[config.mk]
export PLATFORM = sky130hd
export DESIGN_NAME = solid_color_frame_detector
export DESIGN_NICKNAME = d
export VERILOG_FILES = /design/src/rtl/core/scfd_pkg.sv /design/src/rtl/core/solid_color_frame_detector.sv
export SDC_FILE = /design/constraint.sdc
export NUM_CORES = 1
export LEC_CHECK = 0
export BUFFER_PORTS_ARGS = -buffer_cell sky130_fd_sc_hd__buf_2
export CAP_MARGIN = 20
export CELL_PAD_IN_SITES_DETAIL_PLACEMENT = 1
export CELL_PAD_IN_SITES_GLOBAL_PLACEMENT = 2
export CORE_UTILIZATION = 31
export DETAILED_ROUTE_END_ITERATION = 16
export GPL_ROUTABILITY_DRIVEN = 0
export PLACE_DENSITY = 0.68
export RECOVER_POWER = 50
export SETUP_SLACK_MARGIN = 0.1
export SLEW_MARGIN = 20
export SYNTH_ARGS = -nofsm -noshare
export SYNTH_HDL_FRONTEND = slang
export SYNTH_SLANG_ARGS = --single-unit
export TNS_END_PERCENT = 5
[constraint.sdc]
create_clock -name clk -period 3.62 [get_ports clk]
set_input_delay 0.905 -clock clk [delete_from_list [all_inputs] [get_ports clk]]
set_output_delay 0.905 -clock clk [all_outputs]
set_load 0.005 [all_outputs]
[src/rtl/core/scfd_pkg.sv]
// Package for the solid color frame detector: widths, register indexes, codes and types.
package scfd_pkg;

  localparam int unsigned FRAME_WIDTH  = 640;
  localparam int unsigned FRAME_HEIGHT = 480;

  localparam int unsigned CHAN_W  = 8;
  localparam int unsigned COUNT_W = 19;
  localparam int unsigned OTHER_W = 8;
  localparam int unsigned CFG_W   = COUNT_W;

  localparam logic [COUNT_W-1:0] COUNT_MAX = {COUNT_W{1'b1}};
  localparam logic [OTHER_W-1:0] OTHER_MAX = {OTHER_W{1'b1}};

  localparam logic [COUNT_W-1:0] THRESH_RESET = COUNT_W'(296000);
  localparam logic [OTHER_W-1:0] LIMIT_RESET  = OTHER_W'(50);

  localparam logic [CHAN_W-1:0] CHAN_FULL = {CHAN_W{1'b1}};
  localparam logic [CHAN_W-1:0] CHAN_ZERO = '0;

  typedef enum logic [0:0] {
    REG_MATCH_THRESHOLD = 1'b0,
    REG_OTHER_LIMIT     = 1'b1
  } reg_index_t;

  typedef enum logic [5:0] {
    CLS_WHITE = 6'b000001,
    CLS_RED   = 6'b000010,
    CLS_BLUE  = 6'b000100,
    CLS_GREEN = 6'b001000,
    CLS_BLACK = 6'b010000,
    CLS_OTHER = 6'b100000
  } pix_class_t;

  typedef enum logic [2:0] {
    VERDICT_NONE  = 3'd0,
    VERDICT_WHITE = 3'd1,
    VERDICT_BLACK = 3'd2,
    VERDICT_BLUE  = 3'd3,
    VERDICT_GREEN = 3'd4,
    VERDICT_RED   = 3'd5
  } verdict_t;

endpackage

[src/rtl/core/solid_color_frame_detector.sv]
// Solid color frame detector: classifies BGR pixels, counts classes, reports a verdict per frame.
//
// Takes one pixel per clock while pix_stall is low, for any frame length. A pixel is
// classified in the first register stage; the second stage updates the saturating
// class counters and, on the frame's last pixel, loads the verdict into the result
// register. A result is valid once its last pixel has left the first stage. The input
// stalls only while a last pixel waits in the first stage and the result register
// still holds an earlier verdict that is not taken in that cycle.
module solid_color_frame_detector
  import scfd_pkg::*;
(
  input  logic               clk,
  input  logic               rst,

  input  logic               cfg_write,
  input  logic [0:0]         cfg_index,
  input  logic [CFG_W-1:0]   cfg_data,

  input  logic               pix_valid,
  output logic               pix_stall,
  input  logic [CHAN_W-1:0]  pix_blue,
  input  logic [CHAN_W-1:0]  pix_green,
  input  logic [CHAN_W-1:0]  pix_red,
  input  logic               frame_end,

  output logic               res_valid,
  input  logic               res_stall,
  output logic [2:0]         verdict,
  output logic               rejected
);

  logic [COUNT_W-1:0] match_threshold;
  logic [OTHER_W-1:0] other_limit;

  logic               a_valid;
  logic               a_last;
  pix_class_t         a_class;
  pix_class_t         a_class_next;

  logic [COUNT_W-1:0] white_count, black_count, blue_count, green_count, red_count;
  logic [COUNT_W-1:0] white_count_next, black_count_next, blue_count_next;
  logic [COUNT_W-1:0] green_count_next, red_count_next;
  logic [OTHER_W-1:0] other_count, other_count_next;

  logic               a_load;
  logic               b_go;
  logic               b_emit;
  logic               res_free;
  verdict_t           verdict_next;
  logic               rejected_next;

  // configuration
  always_ff @(posedge clk) begin
    if (rst) begin
      match_threshold <= THRESH_RESET;
      other_limit     <= LIMIT_RESET;
    end else if (cfg_write) begin
      case (cfg_index)
        REG_MATCH_THRESHOLD: match_threshold <= cfg_data;
        REG_OTHER_LIMIT:     other_limit     <= cfg_data[OTHER_W-1:0];
        default: ;
      endcase
    end
  end

  // flow control
  assign res_free  = !res_valid || !res_stall;
  assign b_go      = a_valid && (!a_last || res_free);
  assign b_emit    = b_go && a_last;
  assign a_load    = !a_valid || b_go;
  assign pix_stall = !a_load;

  // stage A: classify
  always_comb begin
    if (pix_blue == CHAN_FULL && pix_green == CHAN_FULL && pix_red == CHAN_FULL) begin
      a_class_next = CLS_WHITE;
    end else if (pix_blue == CHAN_ZERO && pix_green == CHAN_ZERO && pix_red == CHAN_FULL) begin
      a_class_next = CLS_RED;
    end else if (pix_blue == CHAN_FULL && pix_green == CHAN_ZERO && pix_red == CHAN_ZERO) begin
      a_class_next = CLS_BLUE;
    end else if (pix_blue == CHAN_ZERO && pix_green == CHAN_FULL && pix_red == CHAN_ZERO) begin
      a_class_next = CLS_GREEN;
    end else if (pix_blue == CHAN_ZERO && pix_green == CHAN_ZERO && pix_red == CHAN_ZERO) begin
      a_class_next = CLS_BLACK;
    end else begin
      a_class_next = CLS_OTHER;
    end
  end

  always_ff @(posedge clk) begin
    if (rst) begin
      a_valid <= 1'b0;
    end else if (a_load) begin
      a_valid <= pix_valid;
    end
  end

  always_ff @(posedge clk) begin
    if (a_load && pix_valid) begin
      a_class <= a_class_next;
      a_last  <= frame_end;
    end
  end

  // stage B: saturating counts including the current pixel
  always_comb begin
    white_count_next = white_count;
    black_count_next = black_count;
    blue_count_next  = blue_count;
    green_count_next = green_count;
    red_count_next   = red_count;
    other_count_next = other_count;
    case (a_class)
      CLS_WHITE: if (white_count != COUNT_MAX) white_count_next = white_count + 1'b1;
      CLS_BLACK: if (black_count != COUNT_MAX) black_count_next = black_count + 1'b1;
      CLS_BLUE:  if (blue_count  != COUNT_MAX) blue_count_next  = blue_count  + 1'b1;
      CLS_GREEN: if (green_count != COUNT_MAX) green_count_next = green_count + 1'b1;
      CLS_RED:   if (red_count   != COUNT_MAX) red_count_next   = red_count   + 1'b1;
      CLS_OTHER: if (other_count != OTHER_MAX) other_count_next = other_count + 1'b1;
      default: ;
    endcase
  end

  always_comb begin
    rejected_next = 1'b0;
    verdict_next  = VERDICT_NONE;
    if (other_count_next > other_limit) begin
      rejected_next = 1'b1;
    end else if (white_count_next >= match_threshold) begin
      verdict_next = VERDICT_WHITE;
    end else if (black_count_next >= match_threshold) begin
      verdict_next = VERDICT_BLACK;
    end else if (blue_count_next >= match_threshold) begin
      verdict_next = VERDICT_BLUE;
    end else if (green_count_next >= match_threshold) begin
      verdict_next = VERDICT_GREEN;
    end else if (red_count_next >= match_threshold) begin
      verdict_next = VERDICT_RED;
    end
  end

  always_ff @(posedge clk) begin
    if (rst || b_emit) begin
      white_count <= '0;
      black_count <= '0;
      blue_count  <= '0;
      green_count <= '0;
      red_count   <= '0;
      other_count <= '0;
    end else if (b_go) begin
      white_count <= white_count_next;
      black_count <= black_count_next;
      blue_count  <= blue_count_next;
      green_count <= green_count_next;
      red_count   <= red_count_next;
      other_count <= other_count_next;
    end
  end

  // result register
  always_ff @(posedge clk) begin
    if (rst) begin
      res_valid <= 1'b0;
    end else if (res_free) begin
      res_valid <= b_emit;
    end
  end

  always_ff @(posedge clk) begin
    if (b_emit) begin
      verdict  <= verdict_next;
      rejected <= rejected_next;
    end
  end

  // checks
  a_counts_clear: assert property (@(posedge clk) disable iff (rst)
    b_emit |=> (white_count == '0 && black_count == '0 && blue_count == '0 &&
                green_count == '0 && red_count == '0 && other_count == '0))
    else $error("counters not cleared after frame end");

  a_reject_none: assert property (@(posedge clk) disable iff (rst)
    (res_valid && rejected) |-> (verdict == VERDICT_NONE))
    else $error("rejected frame carries a color verdict");

  a_class_onehot: assert property (@(posedge clk) disable iff (rst)
    a_valid |-> $onehot(a_class))
    else $error("pixel class not one-hot");

  a_stall_cause: assert property (@(posedge clk) disable iff (rst)
    pix_stall |-> (a_valid && a_last && res_valid && res_stall))
    else $error("input stalled without a blocked frame end");

endmodule
==> flow_summary.yaml <==
status:
  outcome: "finished with violations"
  violations: "negative setup slack"
detailed_routing:
  drtIter0Drc: 266
  drt-pass1-iter-count: 4
  totalWireLength_mm: 32.6
  ant_nets: 0
  via_per_inst: 4.99
  wl_per_cell_um: 17.1
  vias: 9512
  drc_errors: 0
power:
  p_per_area_nw_per_um2: 291
  finalPower_w: 0.00369
  p_leak_nw: 5.37
  worst_ir_drop_vdd_uv: 349
timing:
  finalSetupViolCount: 3
  period_needed_ps: 3790
  fin_crit_sh: 1.05
  max_freq_mhz: 264
  rsz0062_at_grt: "true"
  worstMarginPinSlew_ps: 1460
  slew_headroom: 0.0244
  fin_ws_ps: -167
  finClkSkew_ps: 11.9
  finalHoldViolations: 0
  report.final.slew_viol_count: 0
die:
  core_area_um2: 31800
  io_pins: 56
  start_util: 0.317
  die_w_um: 182
  row_count: 65
  chipHeight_um: 182
  dieArea_um2: 33200
critical_path:
  cp_max_fo: 3
  critPathLaunchType: "flop"
  worstPathArrival_ps: 3990
  path_class: "reg2reg"
  cp.required_ps: 3820
  endpoint_kind: "flop"
grt:
  grt_antenna_before_repair: 0
  groute.usage.overall: 0.205
  grt_pass1_vias: 9984
  grt_overflow: 0
  grt_max_degree: 47
  grt_pass1_wl_mm: 53.0
clocking:
  cts_buffers: 17
  cts_tree: "built"
  clk_pin_slew_ps: 70
  h-tree-depth: 4
  clock-sinks: 143
  cts_max_path_buffers: 2
  clk_root_buffer_cell: "clkbuf_16"
  clk_latency_ps: 450
yosys:
  syn_nets: 1425
  yosysSeqAreaShare: 0.295
  syn_avg_cell_area_um2: 7.96
  synth_edf_count: 11
  synth_cells: 1266
  async_flop_share: 0
  synth_cell_types: 65
  synth.cell_area_um2: 10100
  synth_seq_cells: 143
  yosysWarnings: 0
  ys_dominant_reg_cell: "dfxtp_1"
final_layout:
  antenna_cells: 0
  drive_gt1_frac: 0.203
  syn_to_final_growth_pct: 25.8
  fin_nets: 1617
place:
  dp_slack_ps: -320
  post-dp-hpwl_mm: 24.6
  io_buffers: 55
min_path:
  hold_path_class: "reg2reg"
flow_run:
  maxCapViolations: 0
## Yosys cell counts, types with 5 or more instances
library cell	number	area [um^2]
or3_1	24	150
dfxtp_1	132	2640
o21ai_0	32	160
buf_2	5	25.0
xor2_1	72	631
nor3_1	38	190
and3_1	18	113
inv_1	35	131
buf_1	5	18.8
nand2b_1	10	62.6
a211o_1	6	52.6
nor2b_1	7	43.8
a211oi_1	6	45.0
o21a_1	5	37.5
nand2_1	175	657
nor4_1	11	68.8
nor3_2	5	50.1
a21o_1	17	128
nand4_1	45	282
clkbuf_1	35	131
and2_1	5	31.3
a31oi_1	7	43.8
a21oi_1	91	455
edfxtp_1	11	330
and4_1	7	61.3
xnor2_1	72	631
ha_1	109	1360
mux2_2	7	78.8
nand3_1	53	265
nor2_1	155	582
nand3b_1	8	60.1
## critical path: stages, from the launching register on
cell	delay, ps
edfxtp_1	410
or4_4	560
or3b_4	450
o21bai_4	200
or2_4	270
nor2_2	100
xor2_1	170
ha_1	270
a21o_1	200
a221oi_2	260
o21ai_1	120
a41oi_2	260
nor2_1	70
a31o_2	210
## registers in the layout, summed over array words and instances (netlist names), 3 cells and up
name / count
a_class: 6
other_count: 8
verdict: 3
blue_count: 19
other_limit: 8
red_count: 19
white_count: 19
match_threshold: 19
green_count: 19
black_count: 19
## power breakdown
| part | switching (W) | total (W) | internal [W] |
|---|---|---|---|
| sequential | 0.0000123 | 0.00163 | 0.00161 |
| clock | 0.000838 | 0.00175 | 0.000915 |
| combinational | 0.000208 | 0.000316 | 0.000108 |
## cell families after synthesis
group                      share of synthesized area
xor gates and xnor gates                       0.125
muxes                                        0.00981
AOI/OAI and AO/OA                              0.123
buffers and inverters                         0.0315
and+or+nand+nor                                0.280
DFF                                            0.295
adders and majority gates                      0.135
## cell usage in the layout, fill, tap and decap left out, types with 5 or more instances in the layout
cell type | netlist | final
nand2b_1 | 10 | 10
o21ai_1 | 2 | 7
or3_1 | 24 | 23
a211o_1 | 6 | 6
mux2_2 | 7 | 7
nand3_1 | 53 | 52
nor2b_1 | 7 | 7
inv_6 | 0 | 8
nor4_1 | 11 | 8
nand2_1 | 175 | 174
clkbuf_16 | 0 | 17
xnor2_1 | 72 | 69
buf_4 | 0 | 158
nand4_1 | 45 | 45
a21oi_1 | 91 | 88
ha_1 | 109 | 109
buf_2 | 5 | 47
nor2_1 | 155 | 152
nor3_2 | 5 | 5
and3_1 | 18 | 17
inv_1 | 35 | 35
a21o_1 | 17 | 17
and4_1 | 7 | 7
clkbuf_1 | 35 | 9
nand3b_1 | 8 | 8
a31oi_1 | 7 | 5
dfxtp_1 | 132 | 132
a211oi_1 | 6 | 5
o21a_1 | 5 | 5
edfxtp_1 | 11 | 11
xor2_1 | 72 | 72
nor3_1 | 38 | 38
and2_1 | 5 | 5
o21ai_0 | 32 | 27
## worst paths after layout
check,from,endpoint,slack (ps),cells after the start
worst max register to register,a_class[2],verdict[0],-170,13
worst max-delay path,a_class[2],verdict[0],-170,13
worst min-delay path,other_limit[6],other_limit[6],460,2
worst min register to register,other_limit[6],other_limit[6],460,2
## per-layer routing
metal / wire length [um] / share of wire / vias up / GRT usage
li1: - / - / 4837 / -
met1: 15400 / 0.47 / 4544 / 0.260
met2: 15700 / 0.48 / 109 / 0.361
met3: 1170 / 0.036 / 22 / 0.0335
met4: 380 / 0.012 / 0 / 0.0447
met5: 0 / 0 / - / 0
## what timing repair did
item                       CTS  global route
setup buffers                3             4
pin swaps                   19             8
setup endpoints to repair    3             4
hold buffers                 0             0
resized for setup           22            10
## cell type report
type	count	area, um^2
clock buffers	17	425
clock inverters	15	143
fillers	3905	19100
inverters	35	131
multi-input cells	1042	6940
flip-flops and latches	143	2970
well taps	435	544
repair buffers	219	1520
## per-stage QoR
step | hold slack, ps | setup TNS [ps] | cells | area (um^2) | utilization
6_report | 455 | -275 | 1906 | 12700 | 0.399
5_1_grt | 479 | -1140 | 1906 | 12700 | 0.399
4_1_cts | 460 | -144 | 1902 | 12600 | 0.397
3_5_place_dp | 450 | -516 | 1867 | 11900 | 0.375
3_3_place_gp | 445 | -263 | 1867 | 11900 | 0.375
2_1_floorplan | 436 | 0 | 1266 | 10100 | -
Note: power is estimated with default switching activity, not from simulation.
